==> src/hdl/start_byte_packet_deframer_sum_check_macros.svh <==
// Assertion macros for the start-byte packet deframer.
`ifndef START_BYTE_PACKET_DEFRAMER_SUM_CHECK_MACROS_SVH
`define START_BYTE_PACKET_DEFRAMER_SUM_CHECK_MACROS_SVH

`ifndef SYNTHESIS
// Property checked at every rising edge outside reset.
`define SBPD_ASSERT(lbl, clk, rstn, prop, msg) \
  lbl: assert property (@(posedge clk) disable iff (!rstn) prop) else $error(msg);
// Property checked at every rising edge, reset included.
`define SBPD_ASSERT_ALWAYS(lbl, clk, prop, msg) \
  lbl: assert property (@(posedge clk) prop) else $error(msg);
`else
`define SBPD_ASSERT(lbl, clk, rstn, prop, msg)
`define SBPD_ASSERT_ALWAYS(lbl, clk, prop, msg)
`endif

`endif

==> src/hdl/sbpd_pkg.sv <==
// Types and constants shared by the start-byte packet deframer modules.
package sbpd_pkg;

  localparam int BYTE_W   = 8;
  localparam int SLOT_W   = 6;
  localparam int TOTAL_W  = 32;
  localparam int PADDR_W  = 3;
  localparam int PDATA_W  = 32;

  // register index sits in paddr[2] (one 32-bit register per word)
  localparam logic REG_START_BYTE = 1'b0;
  localparam logic [BYTE_W-1:0] START_BYTE_RST = 8'hFF;

  localparam logic KIND_BYTE  = 1'b0;
  localparam logic KIND_ERROR = 1'b1;

  typedef enum logic {
    OP_STORE = 1'b0,
    OP_CLOSE = 1'b1
  } cmd_op_t;

  typedef struct packed {
    cmd_op_t           op;
    logic [SLOT_W-1:0] slot;
    logic [BYTE_W-1:0] data;
  } cmd_t;

  typedef enum logic [2:0] {
    ST_IDLE,
    ST_SUM,
    ST_CHECK,
    ST_EMIT,
    ST_ERROR
  } back_state_t;

  typedef struct packed {
    logic               kind;
    logic [SLOT_W-1:0]  byte_index;
    logic [BYTE_W-1:0]  byte_value;
    logic               last;
    logic [TOTAL_W-1:0] good_packets;
    logic [TOTAL_W-1:0] bad_packets;
  } result_t;

endpackage

==> src/hdl/sbpd_front.sv <==
// Front end: accepts bytes, tracks framing state and issues store/close commands.
module sbpd_front #(
  parameter int PACKET_BYTES = 10
) (
  input  logic                 clk,
  input  logic                 rst_n,
  input  logic                 in_valid,
  output logic                 in_stall,
  input  logic [7:0]           in_rx_byte,
  input  logic [7:0]           start_byte,
  input  logic                 fifo_full,
  output logic                 fifo_push,
  output sbpd_pkg::cmd_t       fifo_cmd
);
  import sbpd_pkg::*;

  localparam int FW = $clog2(PACKET_BYTES + 1);
  localparam logic [FW-1:0] FILL_MAX = FW'(PACKET_BYTES);

  logic          collecting_r, collecting_nxt;
  logic [FW-1:0] fill_r, fill_nxt;
  logic          accept;
  logic          is_start;

  assign in_stall = fifo_full;
  assign accept   = in_valid && !fifo_full;
  assign is_start = (in_rx_byte == start_byte);

  always_comb begin
    collecting_nxt = collecting_r;
    fill_nxt       = fill_r;
    fifo_push      = 1'b0;
    fifo_cmd.op    = OP_STORE;
    fifo_cmd.slot  = '0;
    fifo_cmd.data  = in_rx_byte;
    if (accept) begin
      if (!collecting_r) begin
        if (is_start) begin
          fifo_push      = 1'b1;
          collecting_nxt = 1'b1;
          fill_nxt       = FW'(1);
        end
      end else if (is_start) begin
        // judge the open packet, then reopen with this byte in slot 0
        fifo_push   = 1'b1;
        fifo_cmd.op = OP_CLOSE;
        fill_nxt    = FW'(1);
      end else if (fill_r < FILL_MAX) begin
        fifo_push     = 1'b1;
        fifo_cmd.slot = SLOT_W'(fill_r);
        fill_nxt      = fill_r + FW'(1);
      end
    end
  end

  always_ff @(posedge clk) begin
    if (!rst_n) begin
      collecting_r <= 1'b0;
      fill_r       <= '0;
    end else begin
      collecting_r <= collecting_nxt;
      fill_r       <= fill_nxt;
    end
  end

endmodule

==> src/hdl/sbpd_cmd_fifo.sv <==
// Short command queue between the front end and the packet engine.
`include "start_byte_packet_deframer_sum_check_macros.svh"

module sbpd_cmd_fifo (
  input  logic           clk,
  input  logic           rst_n,
  input  logic           push,
  input  sbpd_pkg::cmd_t push_cmd,
  output logic           full,
  input  logic           pop,
  output sbpd_pkg::cmd_t pop_cmd,
  output logic           empty
);
  import sbpd_pkg::*;

  localparam int DEPTH = 4;
  localparam int PW    = $clog2(DEPTH);
  localparam int CW    = $clog2(DEPTH + 1);

  cmd_t          mem_r [DEPTH];
  logic [PW-1:0] wr_ptr_r, rd_ptr_r;
  logic [CW-1:0] count_r;

  assign full    = (count_r == CW'(DEPTH));
  assign empty   = (count_r == '0);
  assign pop_cmd = mem_r[rd_ptr_r];

  always_ff @(posedge clk) begin
    if (push) begin
      mem_r[wr_ptr_r] <= push_cmd;
    end
  end

  always_ff @(posedge clk) begin
    if (!rst_n) begin
      wr_ptr_r <= '0;
      rd_ptr_r <= '0;
      count_r  <= '0;
    end else begin
      if (push) begin
        wr_ptr_r <= wr_ptr_r + PW'(1);
      end
      if (pop) begin
        rd_ptr_r <= rd_ptr_r + PW'(1);
      end
      case ({push, pop})
        2'b10:   count_r <= count_r + CW'(1);
        2'b01:   count_r <= count_r - CW'(1);
        default: count_r <= count_r;
      endcase
    end
  end

  `SBPD_ASSERT(a_fifo_no_overflow, clk, rst_n, !(push && full), "push into full queue")
  `SBPD_ASSERT(a_fifo_no_underflow, clk, rst_n, !(pop && empty), "pop from empty queue")
  `SBPD_ASSERT(a_fifo_count_bound, clk, rst_n, count_r <= CW'(DEPTH), "queue count overrun")

endmodule

==> src/hdl/sbpd_back.sv <==
// Packet engine: packet store, checksum pass, result sequencing and counters.
`include "start_byte_packet_deframer_sum_check_macros.svh"

module sbpd_back #(
  parameter int PACKET_BYTES = 10
) (
  input  logic              clk,
  input  logic              rst_n,
  input  logic              fifo_empty,
  input  sbpd_pkg::cmd_t    fifo_cmd,
  output logic              fifo_pop,
  output logic              out_valid,
  input  logic              out_stall,
  output sbpd_pkg::result_t out_res
);
  import sbpd_pkg::*;

  localparam int AW = $clog2(PACKET_BYTES);
  localparam logic [AW-1:0] LAST_SLOT = AW'(PACKET_BYTES - 1);

  // packet store with per-slot valid bits; a never-written slot reads as zero
  logic [BYTE_W-1:0]       mem [PACKET_BYTES];
  logic [PACKET_BYTES-1:0] vld_r;
  logic [BYTE_W-1:0]       rd_data_r;
  logic                    rd_vld_r;
  logic [BYTE_W-1:0]       rd_byte;

  logic              mem_we;
  logic [AW-1:0]     mem_waddr;
  logic [BYTE_W-1:0] mem_wdata;
  logic              rd_en;
  logic [AW-1:0]     rd_addr;

  back_state_t        state_r, state_nxt;
  logic [AW-1:0]      cnt_r, cnt_nxt;
  logic [BYTE_W-1:0]  sum_r, sum_nxt;
  logic [BYTE_W-1:0]  open_r, open_nxt;
  logic [TOTAL_W-1:0] good_r, good_nxt;
  logic [TOTAL_W-1:0] bad_r, bad_nxt;
  logic               out_valid_r, out_valid_nxt;
  result_t            out_res_r, out_res_nxt;
  logic               out_free;

  assign rd_byte   = rd_vld_r ? rd_data_r : '0;
  assign out_free  = !out_valid_r || !out_stall;
  assign out_valid = out_valid_r;
  assign out_res   = out_res_r;

  always_ff @(posedge clk) begin
    if (mem_we) begin
      mem[mem_waddr] <= mem_wdata;
    end
    if (rd_en) begin
      rd_data_r <= mem[rd_addr];
    end
  end

  always_comb begin
    state_nxt     = state_r;
    cnt_nxt       = cnt_r;
    sum_nxt       = sum_r;
    open_nxt      = open_r;
    good_nxt      = good_r;
    bad_nxt       = bad_r;
    out_valid_nxt = out_valid_r && out_stall;
    out_res_nxt   = out_res_r;
    fifo_pop      = 1'b0;
    mem_we        = 1'b0;
    mem_waddr     = '0;
    mem_wdata     = open_r;
    rd_en         = 1'b0;
    rd_addr       = '0;
    case (state_r)
      ST_IDLE: begin
        if (!fifo_empty) begin
          fifo_pop = 1'b1;
          if (fifo_cmd.op == OP_STORE) begin
            mem_we    = 1'b1;
            mem_waddr = AW'(fifo_cmd.slot);
            mem_wdata = fifo_cmd.data;
          end else begin
            open_nxt  = fifo_cmd.data;
            rd_en     = 1'b1;
            cnt_nxt   = AW'(1);
            sum_nxt   = '0;
            state_nxt = ST_SUM;
          end
        end
      end
      ST_SUM: begin
        // data in rd_byte belongs to slot cnt_r-1
        sum_nxt = sum_r + rd_byte;
        rd_en   = 1'b1;
        rd_addr = cnt_r;
        if (cnt_r == LAST_SLOT) begin
          state_nxt = ST_CHECK;
        end else begin
          cnt_nxt = cnt_r + AW'(1);
        end
      end
      ST_CHECK: begin
        if (sum_r == rd_byte) begin
          good_nxt  = (good_r == '1) ? good_r : good_r + TOTAL_W'(1);
          rd_en     = 1'b1;
          cnt_nxt   = '0;
          state_nxt = ST_EMIT;
        end else begin
          bad_nxt   = (bad_r == '1) ? bad_r : bad_r + TOTAL_W'(1);
          state_nxt = ST_ERROR;
        end
      end
      ST_EMIT: begin
        if (out_free) begin
          out_valid_nxt            = 1'b1;
          out_res_nxt.kind         = KIND_BYTE;
          out_res_nxt.byte_index   = SLOT_W'(cnt_r);
          out_res_nxt.byte_value   = rd_byte;
          out_res_nxt.last         = (cnt_r == LAST_SLOT);
          out_res_nxt.good_packets = good_r;
          out_res_nxt.bad_packets  = bad_r;
          if (cnt_r == LAST_SLOT) begin
            mem_we    = 1'b1;
            state_nxt = ST_IDLE;
          end else begin
            rd_en   = 1'b1;
            rd_addr = cnt_r + AW'(1);
            cnt_nxt = cnt_r + AW'(1);
          end
        end
      end
      ST_ERROR: begin
        if (out_free) begin
          out_valid_nxt            = 1'b1;
          out_res_nxt.kind         = KIND_ERROR;
          out_res_nxt.byte_index   = '0;
          out_res_nxt.byte_value   = '0;
          out_res_nxt.last         = 1'b1;
          out_res_nxt.good_packets = good_r;
          out_res_nxt.bad_packets  = bad_r;
          mem_we                   = 1'b1;
          state_nxt                = ST_IDLE;
        end
      end
      default: begin
        state_nxt = ST_IDLE;
      end
    endcase
  end

  always_ff @(posedge clk) begin
    if (!rst_n) begin
      state_r     <= ST_IDLE;
      vld_r       <= '0;
      rd_vld_r    <= 1'b0;
      cnt_r       <= '0;
      good_r      <= '0;
      bad_r       <= '0;
      out_valid_r <= 1'b0;
    end else begin
      state_r     <= state_nxt;
      cnt_r       <= cnt_nxt;
      good_r      <= good_nxt;
      bad_r       <= bad_nxt;
      out_valid_r <= out_valid_nxt;
      if (mem_we) begin
        vld_r[mem_waddr] <= 1'b1;
      end
      if (rd_en) begin
        rd_vld_r <= vld_r[rd_addr];
      end
    end
  end

  always_ff @(posedge clk) begin
    sum_r     <= sum_nxt;
    open_r    <= open_nxt;
    out_res_r <= out_res_nxt;
  end

  `SBPD_ASSERT(a_err_is_last, clk, rst_n, (out_valid_r && (out_res_r.kind == KIND_ERROR)) |-> out_res_r.last, "error result not marked last")
  `SBPD_ASSERT(a_index_range, clk, rst_n, (out_valid_r && (out_res_r.kind == KIND_BYTE)) |-> (out_res_r.byte_index <= SLOT_W'(PACKET_BYTES - 1)), "byte index past packet")
  `SBPD_ASSERT(a_good_monotonic, clk, rst_n, 1'b1 |=> (good_r >= $past(good_r)), "good count went down")

endmodule

==> src/hdl/start_byte_packet_deframer_sum_check.sv <==
// Start-byte packet deframer with 8-bit additive checksum: top level.
//
// Input channel (in_valid / in_stall / in_rx_byte): one received serial byte
// per transfer. Bytes pass through a four-entry command queue, so the input
// takes one byte per cycle until the queue fills; in_stall is the queue-full
// flag. The packet engine writes a plain data byte into the store on its pop.
// Output channel (out_valid / out_stall / out_*): a start byte that closes a
// packet yields PACKET_BYTES transfers for a good packet (last set on the
// final one) or one error transfer. Judging is a pass of sequential reads
// over the single-port packet store in ST_SUM, a compare in ST_CHECK, then
// one result per cycle while out_stall is low. The close command passes the
// queue, the summing and check states and the output register before the
// first result is valid; good packets emit from ST_EMIT, errors from ST_ERROR.
// A stalled result is held in the output register; the engine waits there
// while the queue keeps taking bytes.
// Register 0 (start_byte, paddr[2] = 0) is written through the APB-style port;
// reset sets it to 0xFF. Reset clears framing state, counters and the slot
// valid bits (unwritten slots read as zero) without a clearing pass.
module start_byte_packet_deframer_sum_check #(
  parameter int PACKET_BYTES = 10
) (
  input  logic                          clk,
  input  logic                          rst_n,
  input  logic                          in_valid,
  output logic                          in_stall,
  input  logic [7:0]                    in_rx_byte,
  output logic                          out_valid,
  input  logic                          out_stall,
  output logic                          out_kind,
  output logic [5:0]                    out_byte_index,
  output logic [7:0]                    out_byte_value,
  output logic                          out_last,
  output logic [31:0]                   out_good_packets,
  output logic [31:0]                   out_bad_packets,
  input  logic                          psel,
  input  logic                          penable,
  input  logic                          pwrite,
  input  logic [sbpd_pkg::PADDR_W-1:0]  paddr,
  input  logic [sbpd_pkg::PDATA_W-1:0]  pwdata,
  output logic [sbpd_pkg::PDATA_W-1:0]  prdata,
  output logic                          pready
);
  import sbpd_pkg::*;

  logic [BYTE_W-1:0] start_byte_r;
  logic              cfg_wr;
  logic              fifo_full, fifo_empty, fifo_push, fifo_pop;
  cmd_t              push_cmd, pop_cmd;
  result_t           res;

  assign pready = 1'b1;
  assign cfg_wr = psel && penable && pwrite && pready && (paddr[2] == REG_START_BYTE);
  assign prdata = (paddr[2] == REG_START_BYTE) ?
                  {{(PDATA_W-BYTE_W){1'b0}}, start_byte_r} : '0;

  always_ff @(posedge clk) begin
    if (!rst_n) begin
      start_byte_r <= START_BYTE_RST;
    end else if (cfg_wr) begin
      start_byte_r <= pwdata[BYTE_W-1:0];
    end
  end

  sbpd_front #(
    .PACKET_BYTES(PACKET_BYTES)
  ) u_front (
    .clk        (clk),
    .rst_n      (rst_n),
    .in_valid   (in_valid),
    .in_stall   (in_stall),
    .in_rx_byte (in_rx_byte),
    .start_byte (start_byte_r),
    .fifo_full  (fifo_full),
    .fifo_push  (fifo_push),
    .fifo_cmd   (push_cmd)
  );

  sbpd_cmd_fifo u_fifo (
    .clk      (clk),
    .rst_n    (rst_n),
    .push     (fifo_push),
    .push_cmd (push_cmd),
    .full     (fifo_full),
    .pop      (fifo_pop),
    .pop_cmd  (pop_cmd),
    .empty    (fifo_empty)
  );

  sbpd_back #(
    .PACKET_BYTES(PACKET_BYTES)
  ) u_back (
    .clk        (clk),
    .rst_n      (rst_n),
    .fifo_empty (fifo_empty),
    .fifo_cmd   (pop_cmd),
    .fifo_pop   (fifo_pop),
    .out_valid  (out_valid),
    .out_stall  (out_stall),
    .out_res    (res)
  );

  assign out_kind         = res.kind;
  assign out_byte_index   = res.byte_index;
  assign out_byte_value   = res.byte_value;
  assign out_last         = res.last;
  assign out_good_packets = res.good_packets;
  assign out_bad_packets  = res.bad_packets;

endmodule
==> config.mk <==
export PLATFORM = sky130hd
export DESIGN_NAME = start_byte_packet_deframer_sum_check
export DESIGN_NICKNAME = d
export VERILOG_FILES = /design/src/hdl/sbpd_pkg.sv /design/src/hdl/sbpd_front.sv /design/src/hdl/sbpd_cmd_fifo.sv /design/src/hdl/sbpd_back.sv /design/src/hdl/start_byte_packet_deframer_sum_check.sv
export VERILOG_INCLUDE_DIRS = /design/src /design/src/hdl
export SDC_FILE = /design/constraint.sdc
export NUM_CORES = 1
export LEC_CHECK = 0
export BUFFER_PORTS_ARGS = -buffer_cell sky130_fd_sc_hd__buf_2
export CAP_MARGIN = 20
export CORE_ASPECT_RATIO = 1.25
export CORE_MARGIN = 5
export CORE_UTILIZATION = 60
export CTS_CLUSTER_SIZE = 20
export DETAILED_ROUTE_END_ITERATION = 12
export PLACE_DENSITY = 0.82
export RECOVER_POWER = 50
export SYNTH_ARGS = -nofsm -noshare
export SYNTH_HDL_FRONTEND = slang
export SYNTH_SLANG_ARGS = --single-unit
==> constraint.sdc <==
create_clock -name clk -period 15.74 [get_ports clk]
set_input_delay 0.787 -clock clk [delete_from_list [all_inputs] [get_ports clk]]
set_output_delay 0.787 -clock clk [all_outputs]
set_load 0.01 [all_outputs]
# Word-level counts from Yosys, hierarchy flattened
# Memory sizes are Yosys's and may differ from the RTL's. A register that Yosys moved wholly into a read port is not among the register bits.
# Cells that the tools add are included.
[word_totals]
regBits = 199
ramBits = 140
input_bits = 50
output_inout_bits = 115
elab_cells = 160
memories = 2
[classes]
n_addsub = 9
order_cmp = 4
n_eq_ne = 19
n_mux = 72
bitwise = 6
n_reduce_logical = 27
[mem_list]
columns = ["memory", "depth", "width", "rd", "rd_clocked_by_memory_dff", "write_ports", "line", "text"]
rows = [
  ["u_back.mem", 10, 8, 1, 1, 1, "sbpd_back.sv:22", "logic [BYTE_W-1:0] mem [PACKET_BYTES];"],
  ["u_fifo.mem_r", 4, 15, 1, 1, 1, "sbpd_cmd_fifo.sv:20", "cmd_t mem_r [DEPTH];"],
]
[ops]
columns = ["op", "count"]
rows = [
  ["80-bit two-way mux", 2],
  ["80-bit one-hot mux with 2 select lines", 1],
  ["32-bit by 1-bit adder with 32-bit output, second input constant", 2],
  ["32-bit equality test, second input constant", 2],
  ["4-bit two-way mux", 15],
  ["8-bit two-way mux", 7],
  ["1-bit two-way mux", 26],
  ["3-bit two-way mux", 7],
  ["3-bit AND reduction", 6],
  ["8-bit equality test", 2],
  ["4-bit one-hot mux with 4 select lines", 1],
  ["8-bit one-hot mux with 2 select lines", 1],
  ["3-bit one-hot mux with 5 select lines", 1],
  ["7-bit two-way mux", 2],
  ["2-bit by 1-bit != test with 1-bit output, second input constant", 6],
  ["4-bit by 5-bit < comparator with 1-bit output, second input constant", 2],
  ["10-bit bitwise OR", 1],
  ["2-bit nonzero test", 5],
  ["4-bit by 1-bit adder with 4-bit output, second input constant", 2],
  ["8-bit adder", 1],
  ["4-bit one-hot mux with 2 select lines", 1],
  ["3-bit by 2-bit equality test with 1-bit output, second input constant", 2],
  ["3-bit equality test, second input constant", 2],
  ["1-bit logical AND", 6],
  ["25 further kinds", 34],
]

# Logic depth before layout (Yosys ltp)
[depth]
word_depth = 8
depth_mapped = 12
mapped_depth_nobuf = 11

# Cells and area by module
# Synthesis repeated with hierarchy kept, for this count alone.
[hier_totals]
cells_unflattened = 1148
hier_area_um2 = 14978.1
[by_module_without_submodules]
columns = ["mod", "instances", "cells_per_inst", "area_each_um2", "seq_area_each_um2"]
rows = [
  ["sbpd_back", 1, 896, 11154.4, 7126.8],
  ["sbpd_cmd_fifo", 1, 124, 2645.0, 1981.9],
  ["start_byte_packet_deframer_sum_check", 1, 70, 630.6, 160.2],
  ["sbpd_front", 1, 58, 548.0, 100.1],
]

# Least setup slack after synthesis
# No wires, ideal clock.
[synth_path]
kind = "reg2reg"
start = "reg u_back.state_r[1]"
end = "reg u_back.out_res_r (netlist bit u_back.out_res[0]), enable pin"
setup_ns = 0.515
t_arrival_ns = 4.437
required_time_ns = 15.225
slack_ns = 10.787
stages_incl_launch_ff = 5
n_path_buf = 1
period_less_slack_ns = 4.953
cell_sequence = "dfxtp_1 clkbuf_1 nor3b_1 a21oi_1 nor2_1"
[synth_between]
elab_chain_cells = 3
word_cells_on_any_way = 6
cone_classes = "eq/ne (4); reduce/logical (2)"
[synth_rtl]
columns = ["element", "line", "text"]
rows = [
  ["start, declared", "sbpd_back.sv:34", "back_state_t state_r, state_nxt;"],
  ["start signal, assigned", "sbpd_back.sv:160", "state_r <= state_nxt;"],
  ["3-bit equality test or 3-bit by 2-bit equality test with 1-bit output (tied branches)", "sbpd_back.sv:73", "case (state_r)"],
  ["2-bit by 1-bit != test with 1-bit output (no line) or 2-bit nonzero test (tied branches)", "-", ""],
  ["3-bit AND reduction (no line) (*)", "-", ""],
  ["end signal, assigned", "sbpd_back.sv:177", "out_res_r <= out_res_nxt;"],
  ["end, declared", "sbpd_back.sv:41", "result_t out_res_r, out_res_nxt;"],
]
# Mark *: on every way between the ends. The rest lies on a longest branch, timed or not.
# A chain may end at the register's enable or synchronous reset.

==> summary.md <==
| Metric | Value |
|---|---|
| Outcome | `complete, but fails checks` |
| Failing checks | `max-capacitance violations, max-slew violations` |
| Die ar. | `roughly 27000 µm²` |
| Async set-reset flop share out of synthesis | `0%` |
| Pwr dens | `~120 nW/µm²` |
| CP startpoint kind | `input pin` |
| Final hold vios | `0` |
| Final Cycle Share | `35.3%` |
| Final wirelength | `26.8 mm` |
| Initial antenna violation count | `1` |
| Master of the slowest instance on the critical path | `clkbuf_1` |
| Min Clock Period, post-route | `5.56 ns` |
| Hold_buf cts | `0` |
| Clock power share | `between 30% and 40%` |
| Synth Cell Area | `roughly 14000 µm²` |
| Placed cells | `1491` |
| Most frequent cells in the layout | `234 x edfxtp_1, 105 x dfxtp_1, 104 x clkbuf_1` |
| Final setup fails | `0` |
| CTS resizes | `0` |
| Largest net degree at the start of global routing | `79` |
| Dpl cell area | `15000 µm²` |
| Multi-input gate area | `4760 µm²` |
| Detailed Route Iter0 Violations | `about 600` |
| IO Pins | `approximately 170` |
| Yosys cell types | `67` |
| Vias in the first global route | `8853` |
| TritonCTS buffer count | `30` |
| DRT Pass-1 Iters | `6` |
| Fraction of layout cells with a size suffix above 1 | `8.44%` |
| Syn_area_per_cell | `around 13 µm²` |
| DRC | `0` |
| Crit-path max FO | `62` |
| Final antenna-violating net count | `0` |
| Post-CTS Setup Inserts | `0` |
| Die height | `approximately 180 µm` |
| Total power | `around 1900 µW` |
| Setup Skew | `around 0.010 ns` |
| Primary FF master, synth | `edfxtp_1` |
| CP peak stage delay | `around 2.1 ns` |
| Worst skew pair latency | `between 0.5 and 0.6 ns` |
| Gp weighted congestion | `0.849` |
| Crit Path Class | `in2reg` |
| Detailed placement HPWL | `around 17 mm` |
| Power Internal | `1470 µW` |
| Leak Pwr | `0.00532 µW` |
| Hold crit path type | `in2reg` |
| Net Sw Frac | `roughly a quarter` |
| Maximum clock insertion buffer count | `3` |
| Sequential fraction of the synthesis area | `about 64%` |
| Syn. warnings | `0` |
| Routed WL per cell | `roughly 17 µm` |
| Gr usage total | `roughly a fifth` |
| DR vias | `a little under 9000` |
| Cell mode on critical path | `clkbuf_1` |
| Most common cell after layout, fill and taps aside | `edfxtp_1` |
| Post-Layout Cell Count | `between 1500 and 2000` |
| Register bit total from synthesis | `about 340` |
| Req. time, crit path | `between 15 and 20 ns` |
| Core ar. | `between 20000 and 25000 µm²` |
| Initial Util | `about three fifths` |
| Clock transition at path regs | `around 0.07 ns` |
| Nets@finish | `between 1000 and 1500` |
| Cells after synthesis | `1131` |
| Fillers | `roughly 1700` |
| Global-route wire length before repair | `between 40 and 50 mm` |
| CTS Root Cell | `clkbuf_16` |
| Sequential fraction of design power | `a little over half` |
| VDD IR max | `93.1 µV` |
| Post-synth EDFFs | `around 230` |
| Peak Freq | `180 MHz` |
| Area grow syn2layout | `10.6%` |
| CP Capture Type | `flop` |
| Worst path cell trace | `buf_2, clkbuf_1, inv_1, clkbuf_1, or4_1, o22ai_1` |
| Register area | `9130 µm²` |
| Maxcap violations | `3` |
| Rows | `between 60 and 70` |
| Clock sink total | `around 340` |
| Worst Path Arrival | `between 6 and 7 ns` |
| Die W | `between 100 and 150 µm` |
| Slew headroom | `-95.3%` |
| Final Instance Area | `15800 µm²` |
| Measured slew at the worst slew-check pin | `just under 3 ns` |
| GR Overflow Total | `0` |
| Final Slew Violations | `around 130` |
| Logic pwr share | `a little under 9%` |
| CTS tree | `yes` |
| IO Port Bufs | `111` |
| RSZ-0062 raised after global routing | `false` |
| Average vias per placed instance | `5.75` |
| WHS | `approximately 0.44 ns` |
| Setup Total Neg Slack | `0 ns` |
| Net Sw Power | `451 µW` |
| H-tree depth | `1` |
-- cell families after synthesis --
group	count (synthesis)	share of synthesized area, %
xor+xnor	49	3.00
fa+ha+maj	19	1.77
buf+inv	98	3.63
simple gates	410	14.9
flops	339	63.9
compound gates	156	7.51
mux	58	5.28
other cells	2	0.0525
-- through the flow --
stage | setup WS, ns | utilization, %
after floorplan | 10.79 | -
after global placement | 11.97 | 63.2
after detailed placement | 11.97 | 63.2
after CTS | 12.08 | 67.4
after global routing | 9.68 | 66.9
final | 10.18 | 66.9
-- final cells by class --
type / instances / share of cell area, %
inverters: 23 / 0.546
multi-input cells: 719 / 30.1
well taps: 292 / 2.31
repair buffers: 119 / 3.06
flip-flops and latches: 339 / 57.7
clock buffers: 36 / 5.02
diodes: 1 / 0.0158
clock inverters: 20 / 1.21
-- Yosys cell counts (all sizes together), types with 3 or more instances --
library cell / n / area share [%]
edfxtp: 234 / 49
dfxtp: 105 / 15
nand2: 98 / 2.6
nor2: 82 / 2.2
buf: 41 / 2.1
nand3: 40 / 1.5
a211oi: 37 / 1.9
mux2i: 36 / 2.5
clkbuf: 34 / 0.89
a21oi: 33 / 1.2
xnor2: 29 / 1.8
nand2b: 26 / 1.1
inv: 23 / 0.60
nor2b: 23 / 1.0
nor3: 22 / 0.77
o21ai: 21 / 0.74
a21boi: 20 / 1.1
or3: 20 / 0.91
xor2: 20 / 1.2
and2: 19 / 0.83
ha: 17 / 1.5
nand4: 16 / 0.79
nor4: 16 / 0.70
and3: 15 / 0.66
mux4: 13 / 2.0
o21a: 12 / 0.63
mux2: 9 / 0.71
and4: 7 / 0.45
o31ai: 6 / 0.32
or4: 6 / 0.34
a31oi: 5 / 0.22
nor3b: 5 / 0.26
nand3b: 4 / 0.21
nor4b: 3 / 0.18
o211ai: 3 / 0.16
-- state kept, by name, indices dropped and copies added (netlist names), named ones only --
register / cells
u_back.mem: 80
u_back.out_res: 78
u_fifo.mem_r: 52
u_back.bad_r: 32
u_back.good_r: 32
u_back.vld_r: 10
start_byte_r: 8
u_back.open_r: 8
u_back.rd_data_r: 8
u_back.sum_r: 8
u_back.cnt_r: 4
u_front.fill_r: 4
u_back.state_r: 3
u_fifo.count_r: 3
u_fifo.rd_ptr_r: 2
u_fifo.wr_ptr_r: 2
u_back.out_valid: 1
u_back.rd_vld_r: 1
u_front.collecting_r: 1
-- final timing paths --
path	start	endpoint	slack, ns	depth (start not counted)
setup reg to reg	u_back.state_r[1]	u_back.out_res[3]	12.04	4
hold reg to reg	u_back.vld_r[2]	u_back.vld_r[2]	0.46	1
setup / recovery	rst_n	u_back.cnt_r[3]	10.18	6
hold / removal	pwdata[0]	start_byte_r[0]	0.44	3
-- power groups by stage --
stage	combinational (µW)	clock [µW]	sequential [µW]
floorplan	133	0	1030
global placement	168	0	1040
detailed placement	172	0	1040
CTS	174	738	1020
global route	189	779	1030
finish	171	727	1020
-- critical path, delay by kind of cell --
family / cells / cell delay (ns)
buffers and inverters: 4 / 4.29
AND/OR/NAND/NOR: 1 / 0.81
AO/OA/AOI/OAI: 1 / 0.14
-- layer usage --
metal / vias up / track usage (%) / wire length (µm)
met1: 4323 / 24.6 / 10900
met2: 233 / 35.8 / 14000
met3: 48 / 2.71 / 1360
li1: 4308 / - / -
met5: - / 0 / 0
met4: 0 / 6.17 / 621
Power figures use the tool's default switching activity.
